==> src/nd_rdnss_option_parser_defines.svh <==
// ----------------------------------------------------------------------------
// nd_rdnss_option_parser_defines
// Assertion macros used by the RDNSS option parser top level.
// ----------------------------------------------------------------------------
`ifndef ND_RDNSS_OPTION_PARSER_DEFINES_SVH
`define ND_RDNSS_OPTION_PARSER_DEFINES_SVH

`ifndef SYNTHESIS
// Checked only while reset is released.
`define ND_ASSERT(lbl, clk, rstn, prop, msg) \
    lbl: assert property (@(posedge clk) disable iff (!rstn) prop) else $error(msg);
// Checked at every edge, reset included.
`define ND_ASSERT_ALWAYS(lbl, clk, prop, msg) \
    lbl: assert property (@(posedge clk) prop) else $error(msg);
`else
`define ND_ASSERT(lbl, clk, rstn, prop, msg)
`define ND_ASSERT_ALWAYS(lbl, clk, prop, msg)
`endif

`endif

==> src/ndrdnss_pkg.sv <==
// ----------------------------------------------------------------------------
// ndrdnss_pkg
// Types and constants of the neighbor-discovery RDNSS option parser.
// ----------------------------------------------------------------------------
package ndrdnss_pkg;

    localparam int UNIT_W    = 64;
    localparam int UNITS_W   = 14;
    localparam int TIME_W    = 32;
    localparam int EXPIRY_W  = 33;
    localparam int SERVERS_W = 13;
    localparam int OPT_W     = 8;

    localparam logic [UNITS_W-1:0] MAX_MESSAGE_UNITS = 14'd8192;
    localparam logic [OPT_W-1:0]   RDNSS_TYPE        = 8'd25;
    localparam logic [OPT_W-1:0]   RDNSS_MIN_LEN     = 8'd3;

    // Stream packing: tdata = unit_data, units_in_message, now_seconds.
    localparam int S_DATA_BITS = UNIT_W + UNITS_W + TIME_W;
    localparam int S_DATA_W    = ((S_DATA_BITS + 7) / 8) * 8;
    localparam int S_USER_W    = 2;
    // Result packing: upper, lower, lifetime, expiry, servers_found.
    localparam int M_DATA_BITS = 2 * UNIT_W + TIME_W + EXPIRY_W + SERVERS_W;
    localparam int M_DATA_W    = ((M_DATA_BITS + 7) / 8) * 8;
    localparam int M_USER_W    = 1;

    typedef enum logic [5:0] {
        PH_IDLE   = 6'b000001,
        PH_WALK   = 6'b000010,
        PH_ADDR   = 6'b000100,
        PH_SKIP   = 6'b001000,
        PH_STOP   = 6'b010000,
        PH_IGNORE = 6'b100000
    } phase_t;

    typedef struct packed {
        phase_t                 phase;
        logic [UNITS_W-1:0]     msg_left;
        logic [OPT_W-1:0]       opt_left;
        logic [TIME_W-1:0]      lifetime;
        logic [UNIT_W-1:0]      upper_half;
        logic                   upper_held;
        logic [SERVERS_W-1:0]   servers;
    } parser_state_t;

    typedef struct packed {
        logic [UNIT_W-1:0]      unit_data;
        logic                   first_unit;
        logic                   last_unit;
        logic                   header_ok;
        logic [UNITS_W-1:0]     units_in_message;
        logic [TIME_W-1:0]      now_seconds;
    } unit_item_t;

    typedef struct packed {
        logic                   has_result;
        logic                   address_valid;
        logic [UNIT_W-1:0]      address_upper;
        logic [UNIT_W-1:0]      address_lower;
        logic [TIME_W-1:0]      lifetime_seconds;
        logic [EXPIRY_W-1:0]    expiry_seconds;
        logic                   end_of_message;
        logic [SERVERS_W-1:0]   servers_found;
    } parse_result_t;

endpackage

==> src/ndrdnss_step.sv <==
// ----------------------------------------------------------------------------
// ndrdnss_step
// One parsing step: next parser state and the result for one option unit.
// ----------------------------------------------------------------------------
module ndrdnss_step (
    input  ndrdnss_pkg::parser_state_t cur,
    input  ndrdnss_pkg::unit_item_t    item,
    output ndrdnss_pkg::parser_state_t nxt,
    output ndrdnss_pkg::parse_result_t res
);
    import ndrdnss_pkg::*;

    logic [OPT_W-1:0]   opt_type;
    logic [OPT_W-1:0]   opt_len;
    logic [OPT_W-1:0]   opt_dec;
    logic [UNITS_W-1:0] msg_dec;
    logic               emit;
    logic               ignore_unit;
    parser_state_t      st;

    assign opt_type = item.unit_data[UNIT_W-1 -: OPT_W];
    assign opt_len  = item.unit_data[UNIT_W-OPT_W-1 -: OPT_W];

    always_comb
    begin
        st          = cur;
        emit        = 1'b0;
        ignore_unit = 1'b0;
        opt_dec     = '0;
        msg_dec     = '0;
        res         = '0;

        if (item.first_unit)
        begin
            st = '{phase: PH_IGNORE, msg_left: '0, opt_left: '0, lifetime: '0,
                   upper_half: '0, upper_held: 1'b0, servers: '0};
            if (item.header_ok)
            begin
                st.phase    = PH_WALK;
                st.msg_left = (item.units_in_message > MAX_MESSAGE_UNITS) ?
                              MAX_MESSAGE_UNITS : item.units_in_message;
            end
        end
        else if (cur.phase == PH_IDLE)
        begin
            ignore_unit = 1'b1;
        end

        opt_dec = st.opt_left - 1'b1;
        msg_dec = st.msg_left - 1'b1;

        if (!ignore_unit)
        begin
            unique case (st.phase)
                PH_WALK:
                begin
                    if (st.msg_left == '0 || opt_len == '0 ||
                        {{(UNITS_W-OPT_W){1'b0}}, opt_len} > st.msg_left)
                    begin
                        st.phase = PH_STOP;
                    end
                    else
                    begin
                        st.msg_left = msg_dec;
                        st.opt_left = opt_len - 1'b1;
                        if (opt_type == RDNSS_TYPE && opt_len >= RDNSS_MIN_LEN && opt_len[0])
                        begin
                            st.lifetime   = item.unit_data[TIME_W-1:0];
                            st.upper_held = 1'b0;
                            st.phase      = PH_ADDR;
                        end
                        else if (opt_len != 8'd1)
                        begin
                            st.phase = PH_SKIP;
                        end
                    end
                end
                PH_ADDR:
                begin
                    st.msg_left = msg_dec;
                    st.opt_left = opt_dec;
                    if (!st.upper_held)
                    begin
                        st.upper_half = item.unit_data;
                        st.upper_held = 1'b1;
                    end
                    else
                    begin
                        st.upper_held = 1'b0;
                        st.servers    = st.servers + 1'b1;
                        emit          = 1'b1;
                    end
                    if (opt_dec == '0)
                    begin
                        st.phase = PH_WALK;
                    end
                end
                PH_SKIP:
                begin
                    st.msg_left = msg_dec;
                    st.opt_left = opt_dec;
                    if (opt_dec == '0)
                    begin
                        st.phase = PH_WALK;
                    end
                end
                default:
                begin
                end
            endcase
        end

        // A message that failed the header check ends without a result.
        if (!ignore_unit && !(item.last_unit && st.phase == PH_IGNORE))
        begin
            res.has_result     = emit || item.last_unit;
            res.address_valid  = emit;
            res.end_of_message = item.last_unit;
            res.servers_found  = st.servers;
            if (emit)
            begin
                res.address_upper    = st.upper_half;
                res.address_lower    = item.unit_data;
                res.lifetime_seconds = st.lifetime;
                res.expiry_seconds   = {1'b0, item.now_seconds} + {1'b0, st.lifetime};
            end
        end

        if (!ignore_unit && item.last_unit)
        begin
            st = '{phase: PH_IDLE, msg_left: '0, opt_left: '0, lifetime: '0,
                   upper_half: '0, upper_held: 1'b0, servers: '0};
        end

        nxt = st;
    end

endmodule

==> src/nd_rdnss_option_parser.sv <==
// ----------------------------------------------------------------------------
// nd_rdnss_option_parser
// Router advertisement option walker that extracts RDNSS server addresses.
// ----------------------------------------------------------------------------
// Option units of a router advertisement enter on the s_ stream, one 8-octet
// unit per item, marked by tuser (first unit, header check) and tlast (final
// unit). Every RDNSS address that completes leaves on the m_ stream with its
// lifetime and expiry; the final unit of a message that passed the header
// check always gives one item, with address_valid low if no address
// completes on it. Other units give no item.
// An accepted unit is registered, then decoded by one step of combinational
// logic that updates the parser state and loads the result register, from
// which its result is offered on m_. The block takes one unit per cycle for
// as long as the result register drains; that single result register sets
// the rate.
// When the receiver stalls, the result is held and the input register keeps
// at most one further unit; s_tready then falls until m_tready returns.
// Reset clears both registers and returns the parser to idle, awaiting the
// first unit of a message.
// ----------------------------------------------------------------------------
`include "nd_rdnss_option_parser_defines.svh"

module nd_rdnss_option_parser (
    input  logic                              clk,
    input  logic                              rst_n,
    input  logic                              s_tvalid,
    output logic                              s_tready,
    // unit_data, units_in_message, now_seconds, zero fill
    input  logic [ndrdnss_pkg::S_DATA_W-1:0] s_tdata,
    // first_unit, header_ok
    input  logic [ndrdnss_pkg::S_USER_W-1:0] s_tuser,
    // last_unit
    input  logic                              s_tlast,
    output logic                              m_tvalid,
    input  logic                              m_tready,
    // address_upper, address_lower, lifetime_seconds, expiry_seconds,
    // servers_found, zero fill
    output logic [ndrdnss_pkg::M_DATA_W-1:0] m_tdata,
    // address_valid
    output logic [ndrdnss_pkg::M_USER_W-1:0] m_tuser,
    // end_of_message
    output logic                              m_tlast
);
    import ndrdnss_pkg::*;

    logic          in_valid_reg;
    logic          in_valid_next;
    unit_item_t    in_item_reg;
    unit_item_t    in_item_next;
    parser_state_t state_reg;
    parser_state_t state_next;
    parse_result_t step_res;
    logic          out_valid_reg;
    logic          out_valid_next;
    logic [M_DATA_W-1:0] out_data_reg;
    logic [M_DATA_W-1:0] out_data_next;
    logic          out_user_reg;
    logic          out_user_next;
    logic          out_last_reg;
    logic          out_last_next;
    logic          in_take;
    logic          out_free;
    logic          advance;

    assign out_free = !out_valid_reg || m_tready;
    assign advance  = in_valid_reg && out_free;
    assign s_tready = !in_valid_reg || advance;
    assign in_take  = s_tvalid && s_tready;

    always_comb
    begin
        in_item_next.unit_data        = s_tdata[UNIT_W-1:0];
        in_item_next.units_in_message = s_tdata[UNIT_W +: UNITS_W];
        in_item_next.now_seconds      = s_tdata[UNIT_W+UNITS_W +: TIME_W];
        in_item_next.first_unit       = s_tuser[0];
        in_item_next.header_ok        = s_tuser[1];
        in_item_next.last_unit        = s_tlast;
    end

    assign in_valid_next = in_take ? 1'b1 : (advance ? 1'b0 : in_valid_reg);

    ndrdnss_step u_step (
        .cur  (state_reg),
        .item (in_item_reg),
        .nxt  (state_next),
        .res  (step_res)
    );

    always_comb
    begin
        out_valid_next = out_valid_reg;
        out_data_next  = out_data_reg;
        out_user_next  = out_user_reg;
        out_last_next  = out_last_reg;
        if (advance && step_res.has_result)
        begin
            out_valid_next = 1'b1;
            out_data_next  = {{(M_DATA_W-M_DATA_BITS){1'b0}},
                              step_res.servers_found,
                              step_res.expiry_seconds,
                              step_res.lifetime_seconds,
                              step_res.address_lower,
                              step_res.address_upper};
            out_user_next  = step_res.address_valid;
            out_last_next  = step_res.end_of_message;
        end
        else if (m_tready)
        begin
            out_valid_next = 1'b0;
        end
    end

    always_ff @(posedge clk or negedge rst_n)
    begin
        if (!rst_n)
        begin
            in_valid_reg  <= 1'b0;
            out_valid_reg <= 1'b0;
            state_reg     <= '{phase: PH_IDLE, msg_left: '0, opt_left: '0, lifetime: '0,
                               upper_half: '0, upper_held: 1'b0, servers: '0};
        end
        else
        begin
            in_valid_reg  <= in_valid_next;
            out_valid_reg <= out_valid_next;
            if (advance)
            begin
                state_reg <= state_next;
            end
        end
    end

    always_ff @(posedge clk)
    begin
        if (in_take)
        begin
            in_item_reg <= in_item_next;
        end
        out_data_reg <= out_data_next;
        out_user_reg <= out_user_next;
        out_last_reg <= out_last_next;
    end

    assign m_tvalid   = out_valid_reg;
    assign m_tdata    = out_data_reg;
    assign m_tuser[0] = out_user_reg;
    assign m_tlast    = out_last_reg;

    // A result without an address only ever closes a message.
    `ND_ASSERT(a_empty_result_is_end, clk, rst_n, m_tvalid && !m_tuser[0] |-> m_tlast, "result without address is not end of message")
    `ND_ASSERT(a_empty_result_zero_life, clk, rst_n, m_tvalid && !m_tuser[0] |-> m_tdata[2*UNIT_W +: TIME_W] == '0, "result without address carries a lifetime")
    `ND_ASSERT(a_last_returns_idle, clk, rst_n, advance && in_item_reg.last_unit |=> state_reg.phase == PH_IDLE, "parser not idle after final unit")
    `ND_ASSERT(a_full_blocks_input, clk, rst_n, in_valid_reg && out_valid_reg && !m_tready |-> !s_tready, "input taken while both registers are full")
    `ND_ASSERT_ALWAYS(a_reset_no_result, clk, !rst_n |=> !m_tvalid && !in_valid_reg, "item present after a reset edge")

endmodule
==> config.mk <==
export PLATFORM = sky130hd
export DESIGN_NAME = nd_rdnss_option_parser
export DESIGN_NICKNAME = d
export VERILOG_FILES = /design/src/ndrdnss_pkg.sv /design/src/ndrdnss_step.sv /design/src/nd_rdnss_option_parser.sv
export VERILOG_INCLUDE_DIRS = /design/src /design/src/src
export SDC_FILE = /design/constraint.sdc
export NUM_CORES = 1
export LEC_CHECK = 0
export BUFFER_PORTS_ARGS = -buffer_cell sky130_fd_sc_hd__clkbuf_2
export CAP_MARGIN = 20
export CORE_AREA = 3 3 206 208
export CTS_BUF_LIST = sky130_fd_sc_hd__clkbuf_4 sky130_fd_sc_hd__clkbuf_8 sky130_fd_sc_hd__clkbuf_16
export CTS_CLUSTER_DIAMETER = 60
export CTS_CLUSTER_SIZE = 10
export DETAILED_ROUTE_END_ITERATION = 16
export DIE_AREA = 0 0 209 211
export HOLD_SLACK_MARGIN = 0.12
export PLACE_DENSITY = 0.76
export SYNTH_ARGS = -nofsm -noshare
export SYNTH_HDL_FRONTEND = slang
export SYNTH_HIERARCHICAL = 1
export SYNTH_SLANG_ARGS = --single-unit
==> constraint.sdc <==
create_clock -name clk -period 14.7 [get_ports clk]
set_input_delay 0.735 -clock clk [delete_from_list [all_inputs] [get_ports clk]]
set_output_delay 0.735 -clock clk [all_outputs]
set_load 0.02 [all_outputs]
==> flow_summary.toml, run 1 <==
[outcome]
status = "complete, no violations"

[hold_path]
hold_path_class = "input pin to asynchronous set/reset pin"

[global_routing]
grt_max_degree = 113
grt_usage_pct = 24.68
grt_pass1_vias = 15280
grt_pass1_wl_um = 86350
grt-ovfl-total = 0
grt_antenna_before_repair = 6

[worst_setup_path]
critical_path_class = "flop to flop"
crit_path_start_kind = "flop"
cp.required_ps = 15030
crit_slowest_cell = "a211oi_1"
crit_chain = "buf_4 -> nand2_1 -> a21oi_1 -> a22oi_1 -> ha_1 -> nand3_1 -> o221ai_1 -> o21ba_2 -> o21a_1 -> nor3_4 -> nand2_2 -> buf_4 -> mux2i_1 -> inv_1 -> ha_1 -> fa_1 -> a21oi_1 -> o211ai_1 -> nand2_1 -> a21oi_1 -> a211oi_1 -> nor3_1 -> o31ai_1 -> mux2i_1"
crit_top_cell = "a21oi_1"
cp_max_fo = 33
end_kind = "flop"
max_stage_delay_ps = 570
critPathArrivalTime_ps = 7280

[cts]
cts_resized = 0
cts_tree = "done"
numCtsBuffers = 54
clockBufferDepth = 3
cts_num_sinks = 461
post-cts-setup-buffers = 0
hold_buffers = 0
cts.clk_slew.worst_paths_ps = 60
cts-root-buf = "clkbuf_16"
cts_htree_levels = 2
clock_latency_ps = 580

[power_and_ir_drop]
power.density_nw_per_um2 = 128.8
p_leak_nw = 11.84
p_total_mw = 3.350
peakVddDrop_uv = 95.72

[timing]
slew_viol_final = 0
fin_hold_ws_ps = 264.1
fmaxAchievable_mhz = 143.8
max-slew-margin-rel_pct = 27.78
fin_skew_ps = 20.32
worst_pin_slew_ps = 1083
setup_viol = 0
fin_setup_tns_ps = 0
finalCriticalPeriod_ps = 6952
rsz0062_at_grt = "false"
period_share_pct = 47.30
final-hold-violation-count = 0

[floorplanning]
core_um2 = 40740
floorplan.die_area_um2 = 44100
die_width_um = 209
initial_core_util_pct = 54.60
row_count = 74
io_pins = 331
die_h_um = 211

[drt]
num_vias = 15180
postRouteAntennaNets = 0
drt-pass1-iter-count = 5
drt_iter0_markers = 1166
drcViolationCount = 0
viasPerCell = 5.679
drt_wl_total_um = 55700
routedWlPerCell_um = 20.84

[logic_synthesis]
ys.flop_type = "edfxtp_1"
netlist.area_leader.share_pct = 43.33
syn_inst = 1782
ys_seq_elements = 461
synthTopCellsByArea = "edfxtp_1, dfrtp_1, mux2_4"
seq_area_frac_synth_pct = 59.09
netlist-cell-type-count = 79
synth_area_per_cell_um2 = 12.48
netlist_area_um2 = 22250
yosysTopAreaCell = "edfxtp_1"
synthArstFlopShare_pct = 30.37
ys_warn_count = 6
synth-edff-count = 321

[finish]
area_delta_synth_final_pct = 16.92
multi_input_area_um2 = 8467
fillCellCount = 3102
final_cell_mix = "clkbuf_2, edfxtp_1, nor2_1"
fin_nets = 2263
drive_above_1_share_pct = 29.18
seqCellArea_um2 = 13140
largest_reg_flops = 206
layout_commonest_cell = "clkbuf_2"

[place]
finalWeightedCongestion = 0.8942
dp_hpwl_um = 36030
io_buffers = 326

[flow_run]
cap_viol_max_count = 0
-- layer usage --
| metal | vias up | wire length (um) | GRT usage (%) |
|---|---|---|---|
| met3 | 124 | 3067 | 3.802 |
| met2 | 541 | 27950 | 41.86 |
| li1 | 7004 | - | - |
| met1 | 7512 | 22500 | 32.16 |
| met4 | 0 | 2180 | 10.00 |
| met5 | - | 0 | 0 |
-- cell usage after synthesis (4+ instances only) --
library cell	instances
edfxtp_1	321
and3_1	67
nand2_1	56
buf_6	15
o21ai_0	26
clkbuf_1	63
nor3_1	23
xnor2_1	33
xor2_1	18
o21a_1	7
mux2_2	37
nor3_2	10
ha_1	53
buf_1	5
a22oi_1	10
nor2_1	234
a31oi_1	9
o211ai_1	4
nand3_1	19
mux2i_1	37
nor3b_1	4
nand4_1	13
dfrtp_1	139
inv_1	51
buf_2	6
and2_1	132
o31ai_1	5
nand2b_1	16
a21o_1	18
nor4_1	12
a21oi_1	110
a211oi_1	7
o22ai_1	5
nor2b_1	42
mux2_4	102
-- critical path: cells and delay by family (launching register included) --
kind            cells  cell delay [ps]
simple gates        6              990
flops               1              320
buf+inv             3              960
compound gates     10             2920
mux                 2              480
fa+ha+maj           3             1020
-- per-stage QoR --
step / utilization [%] / worst slack (ps) / cell area (um2) / instances
6_report: 63.85 / 7748 / 26010 / 2673
5_1_grt: 63.85 / 7193 / 26010 / 2673
4_1_cts: 63.81 / 7772 / 25990 / 2667
3_5_place_dp: 59.50 / 7796 / 24240 / 2566
3_3_place_gp: 59.50 / 7958 / 24240 / 2566
2_1_floorplan: - / 1911 / 22250 / 1783
-- final timing paths --
| kind | from | to | slack [ps] | depth (start not counted) |
|---|---|---|---|---|
| setup / recovery | in_item_reg[48] | m_tdata[190] | 7750 | 24 |
| hold / removal | rst_n | state_reg[123] | 260 | 1 |
| setup reg to reg | in_item_reg[48] | m_tdata[190] | 7750 | 24 |
| hold reg to reg | state_reg[108] | state_reg[108] | 500 | 1 |
| max in group asynchronous | rst_n | state_reg[53] | 13120 | 2 |
| min in group clk | s_tdata[86] | in_item_reg[8] | 320 | 1 |
-- kinds of logic (layout without fill, tap and decap cells) --
group / after synthesis / count (layout) / synth area share, %
AO/OA/AOI/OAI: 239 / 239 / 6.823
XOR/XNOR: 51 / 51 / 2.008
adder cells (fa/ha/maj): 54 / 54 / 3.071
buffers and inverters: 144 / 496 / 3.054
flip-flops: 461 / 461 / 59.09
multiplexers: 176 / 176 / 10.42
other: 1 / 8 / 0.01686
AND/OR/NAND/NOR: 656 / 656 / 15.52
-- power breakdown --
| part | switching (mW) | internal [mW] | total (mW) | leakage (nW) |
|---|---|---|---|---|
| logic | 0.331 | 0.159 | 0.490 | 5.94 |
| clock network | 0.500 | 0.790 | 1.29 | 0.899 |
| registers | 0.0610 | 1.51 | 1.57 | 5.00 |
-- area by class of cell --
type                            instances  area share, %
Clock inverter                          5         0.1347
Tap cell                              532          2.559
Antenna cell                            6        0.05773
Sequential cell                       461          50.53
Inverter                               52         0.7601
Multi-Input combinational cell       1178          32.55
Clock buffer                           96          6.614
Timing Repair Buffer                  343          6.788
No activity file was read; power rests on OpenSTA's default activity.
==> inputs of run 2 (changes only) <==
--- a/config.mk
+++ b/config.mk
@@ -6,14 +6,15 @@
 export SDC_FILE = /design/constraint.sdc
 export NUM_CORES = 1
 export LEC_CHECK = 0
+export ABC_AREA = 1
 export BUFFER_PORTS_ARGS = -buffer_cell sky130_fd_sc_hd__clkbuf_2
 export CAP_MARGIN = 20
-export CORE_AREA = 3 3 206 208
+export CORE_AREA = 3 3 214 216
 export CTS_BUF_LIST = sky130_fd_sc_hd__clkbuf_4 sky130_fd_sc_hd__clkbuf_8 sky130_fd_sc_hd__clkbuf_16
 export CTS_CLUSTER_DIAMETER = 60
 export CTS_CLUSTER_SIZE = 10
 export DETAILED_ROUTE_END_ITERATION = 16
-export DIE_AREA = 0 0 209 211
+export DIE_AREA = 0 0 217 219
 export HOLD_SLACK_MARGIN = 0.12
 export PLACE_DENSITY = 0.76
 export SYNTH_ARGS = -nofsm -noshare
==> constraint.sdc (replaced) <==
create_clock -name clk -period 5.8 [get_ports clk]
set_input_delay 0.29 -clock clk [delete_from_list [all_inputs] [get_ports clk]]
set_output_delay 0.29 -clock clk [all_outputs]
set_load 0.02 [all_outputs]
==> run 2 against run 1 <==
Against the previous run: via count is 24% higher; combinational power grew to 3.3 times the previous value; power grew to 2.7 times the previous value; count of clock-buffer cells in the layout is 3 lower; critical path depth is 13 higher; first-iteration DRC count is 64% higher; setup slack worse by 7400 ps; register-to-register slack worse by 7400 ps; die area is 7.8% higher; synthesized cell count is 38% higher; critical path type unchanged.
==> flow_summary.toml, run 2 <==
[cts]
cts-root-buf = "clkbuf_16"
cts_htree_levels = 2
cts_tree = "done"
clockBufferDepth = 3
cts_num_sinks = 461
clock_latency_ps = 600
numCtsBuffers = 55
cts.clk_slew.worst_paths_ps = 50

[logic_synthesis]
yosysMostFrequentCell = "nand2_1"
ys_warn_count = 6
synthArstFlopShare_pct = 30.37
seq_area_frac_synth_pct = 57.36
ys.flop_type = "edfxtp_1"
synth_mux_area_share_pct = 0.04368
synthAdderAreaFrac_pct = 2.981
yosysTopAreaCell = "edfxtp_1"
ys_seq_elements = 461
netlist.area_leader.share_pct = 42.07
synth-compound-area-share_pct = 6.859
netlist_area_um2 = 22910
synthTopCellsByArea = "edfxtp_1, dfrtp_1, nand2_1"
synth_top_family_by_area = "simple AND/OR/NAND/NOR gates"
synthTopCellsByCount = "nand2_1, nor2_1, edfxtp_1, inv_1, nand3_1"
syn_inst = 2455
synthSimpleGateAreaFrac_pct = 23.35
netlist-cell-type-count = 54
synth-edff-count = 321
synth_area_per_cell_um2 = 9.333
synth-xor-area-share_pct = 1.829

[timing]
max-slew-margin-rel_pct = 28.70
finalCriticalPeriod_ps = 5414
setup_slack_ps = 385.5
period_share_pct = 93.35
fin_skew_ps = 17.61
fmaxAchievable_mhz = 184.7
setup_viol = 0
slew_viol_final = 0
final-hold-violation-count = 0
worst_pin_slew_ps = 1070

[worst_setup_path]
critPathArrivalTime_ps = 5770
cp_max_fo = 10
cp_top_family = "simple AND/OR/NAND/NOR gates"
end_kind = "flop"
crit_top_cell = "nand2_1"
crit_path_start_kind = "flop"
cp.required_ps = 6150
crit_slowest_cell = "edfxtp_1"
max_stage_delay_ps = 400
critical_path_class = "flop to flop"
cp_num_buf_inv = 6

[global_routing]
grt-ovfl-total = 0
grt_usage_pct = 26.73
grt_antenna_before_repair = 1
grt_pass1_wl_um = 100700
grt_max_degree = 121
grt_pass1_vias = 18350

[finish]
fillCellCount = 3536
final_cell_mix = "nand2_1, nor2_1, clkbuf_2"
area_delta_synth_final_pct = 22.44
largest_reg_flops = 206
final_area_um2 = 28060
layout_commonest_cell = "nand2_1"
drive_above_1_share_pct = 23.61
fin_nets = 3037

[drt]
drt_iter0_markers = 1912
num_vias = 18900
routedWlPerCell_um = 18.55
viasPerCell = 5.394
drcViolationCount = 0
postRouteAntennaNets = 0
drt-pass1-iter-count = 7
drt_wl_total_um = 64970

[power_and_ir_drop]
power.density_nw_per_um2 = 320.5
peakVddDrop_uv = 285.5
p_leak_nw = 13.31

[floorplanning]
floorplan.die_area_um2 = 47520
die_h_um = 219
io_pins = 331
row_count = 77
die_width_um = 217
initial_core_util_pct = 51.93
core_um2 = 44120

[hold_path]
hold_path_class = "input pin to asynchronous set/reset pin"

[place]
dp_hpwl_um = 41240
place_area_um2 = 25000
io_buffers = 326
finalWeightedCongestion = 0.9209
place_ws_ps = 362.5

[flow_run]
cap_viol_max_count = 0

[outcome]
status = "complete, no violations"
[run 2: routing by layer]
layer,up-vias,track usage [%],routed length (um)
met4,0,9.589,2470
met1,9091,36.70,27210
met3,153,4.362,4627
met5,-,0,0
li1,8869,-,-
met2,782,43.41,30670
[run 2: path summary, 6_finish.rpt]
check / cells past startpoint / slack, ps / start / end
min reg2reg: 2 / 470 / state_reg[129] / state_reg[129]
max reg2reg: 37 / 390 / in_item_reg[42] / m_tdata[191]
max: 37 / 390 / in_item_reg[42] / m_tdata[191]
min in group clk: 2 / 400 / s_tdata[51] / in_item_reg[100]
max in group asynchronous: 3 / 4070 / rst_n / state_reg[95]
min: 2 / 240 / rst_n / state_reg[57]
[run 2: repair_timing]
action | CTS | global route
gates resized for setup | 0 | 11
endpoints found under the setup margin | 0 | 14
hold buffers | 116 | 0
setup buffers | 0 | 6
hold endpoints to repair | 184 | 0
[run 2: cell families after synthesis]
| logic type | Yosys count |
|---|---|
| XOR/XNOR | 47 |
| AO/OA/AOI/OAI | 252 |
| buffers and inverters | 413 |
| flip-flops | 461 |
| AND/OR/NAND/NOR | 1226 |
| other | 1 |
| multiplexers | 1 |
| adder cells (fa/ha/maj) | 54 |
[run 2: cell type report]
type | count | area (um2) | area share, %
Clock inverter | 10 | 102.6 | 0.3657
Antenna cell | 1 | 2.502 | 0.008919
Inverter | 286 | 1086 | 3.871
Multi-Input combinational cell | 1583 | 8163 | 29.10
Clock buffer | 93 | 1662 | 5.922
Timing Repair Buffer | 477 | 3152 | 11.23
Sequential cell | 461 | 13150 | 46.86
Tap cell | 592 | 740.7 | 2.640
[run 2: through the flow]
step	utilization [%]	instances	hold slack (ps)	power (mW)	TNS, ps
after detailed placement	56.66	3275	373.8	5.625	0
final	63.58	3503	241.0	8.992	0
after floorplan	-	2456	-5.591	5.115	-45640
after global placement	56.66	3275	348.3	5.597	0
after global routing	63.58	3503	284.6	9.372	-32.95
after CTS	63.29	3494	284.1	9.033	0
[run 2: worst register-to-register path: cells and delay by family (launching register included)]
kind	cells	cell delay [ps]
compound gates	10	1720
fa+ha+maj	2	590
buf+inv	6	650
flops	1	400
simple gates	19	1840
[run 2: power by group]
group          internal (mW)  switching (mW)  total, mW
logic                  0.463            1.17       1.64
registers               3.85           0.158       4.01
clock network           2.00            1.34       3.34
total                   6.32            2.67       8.99
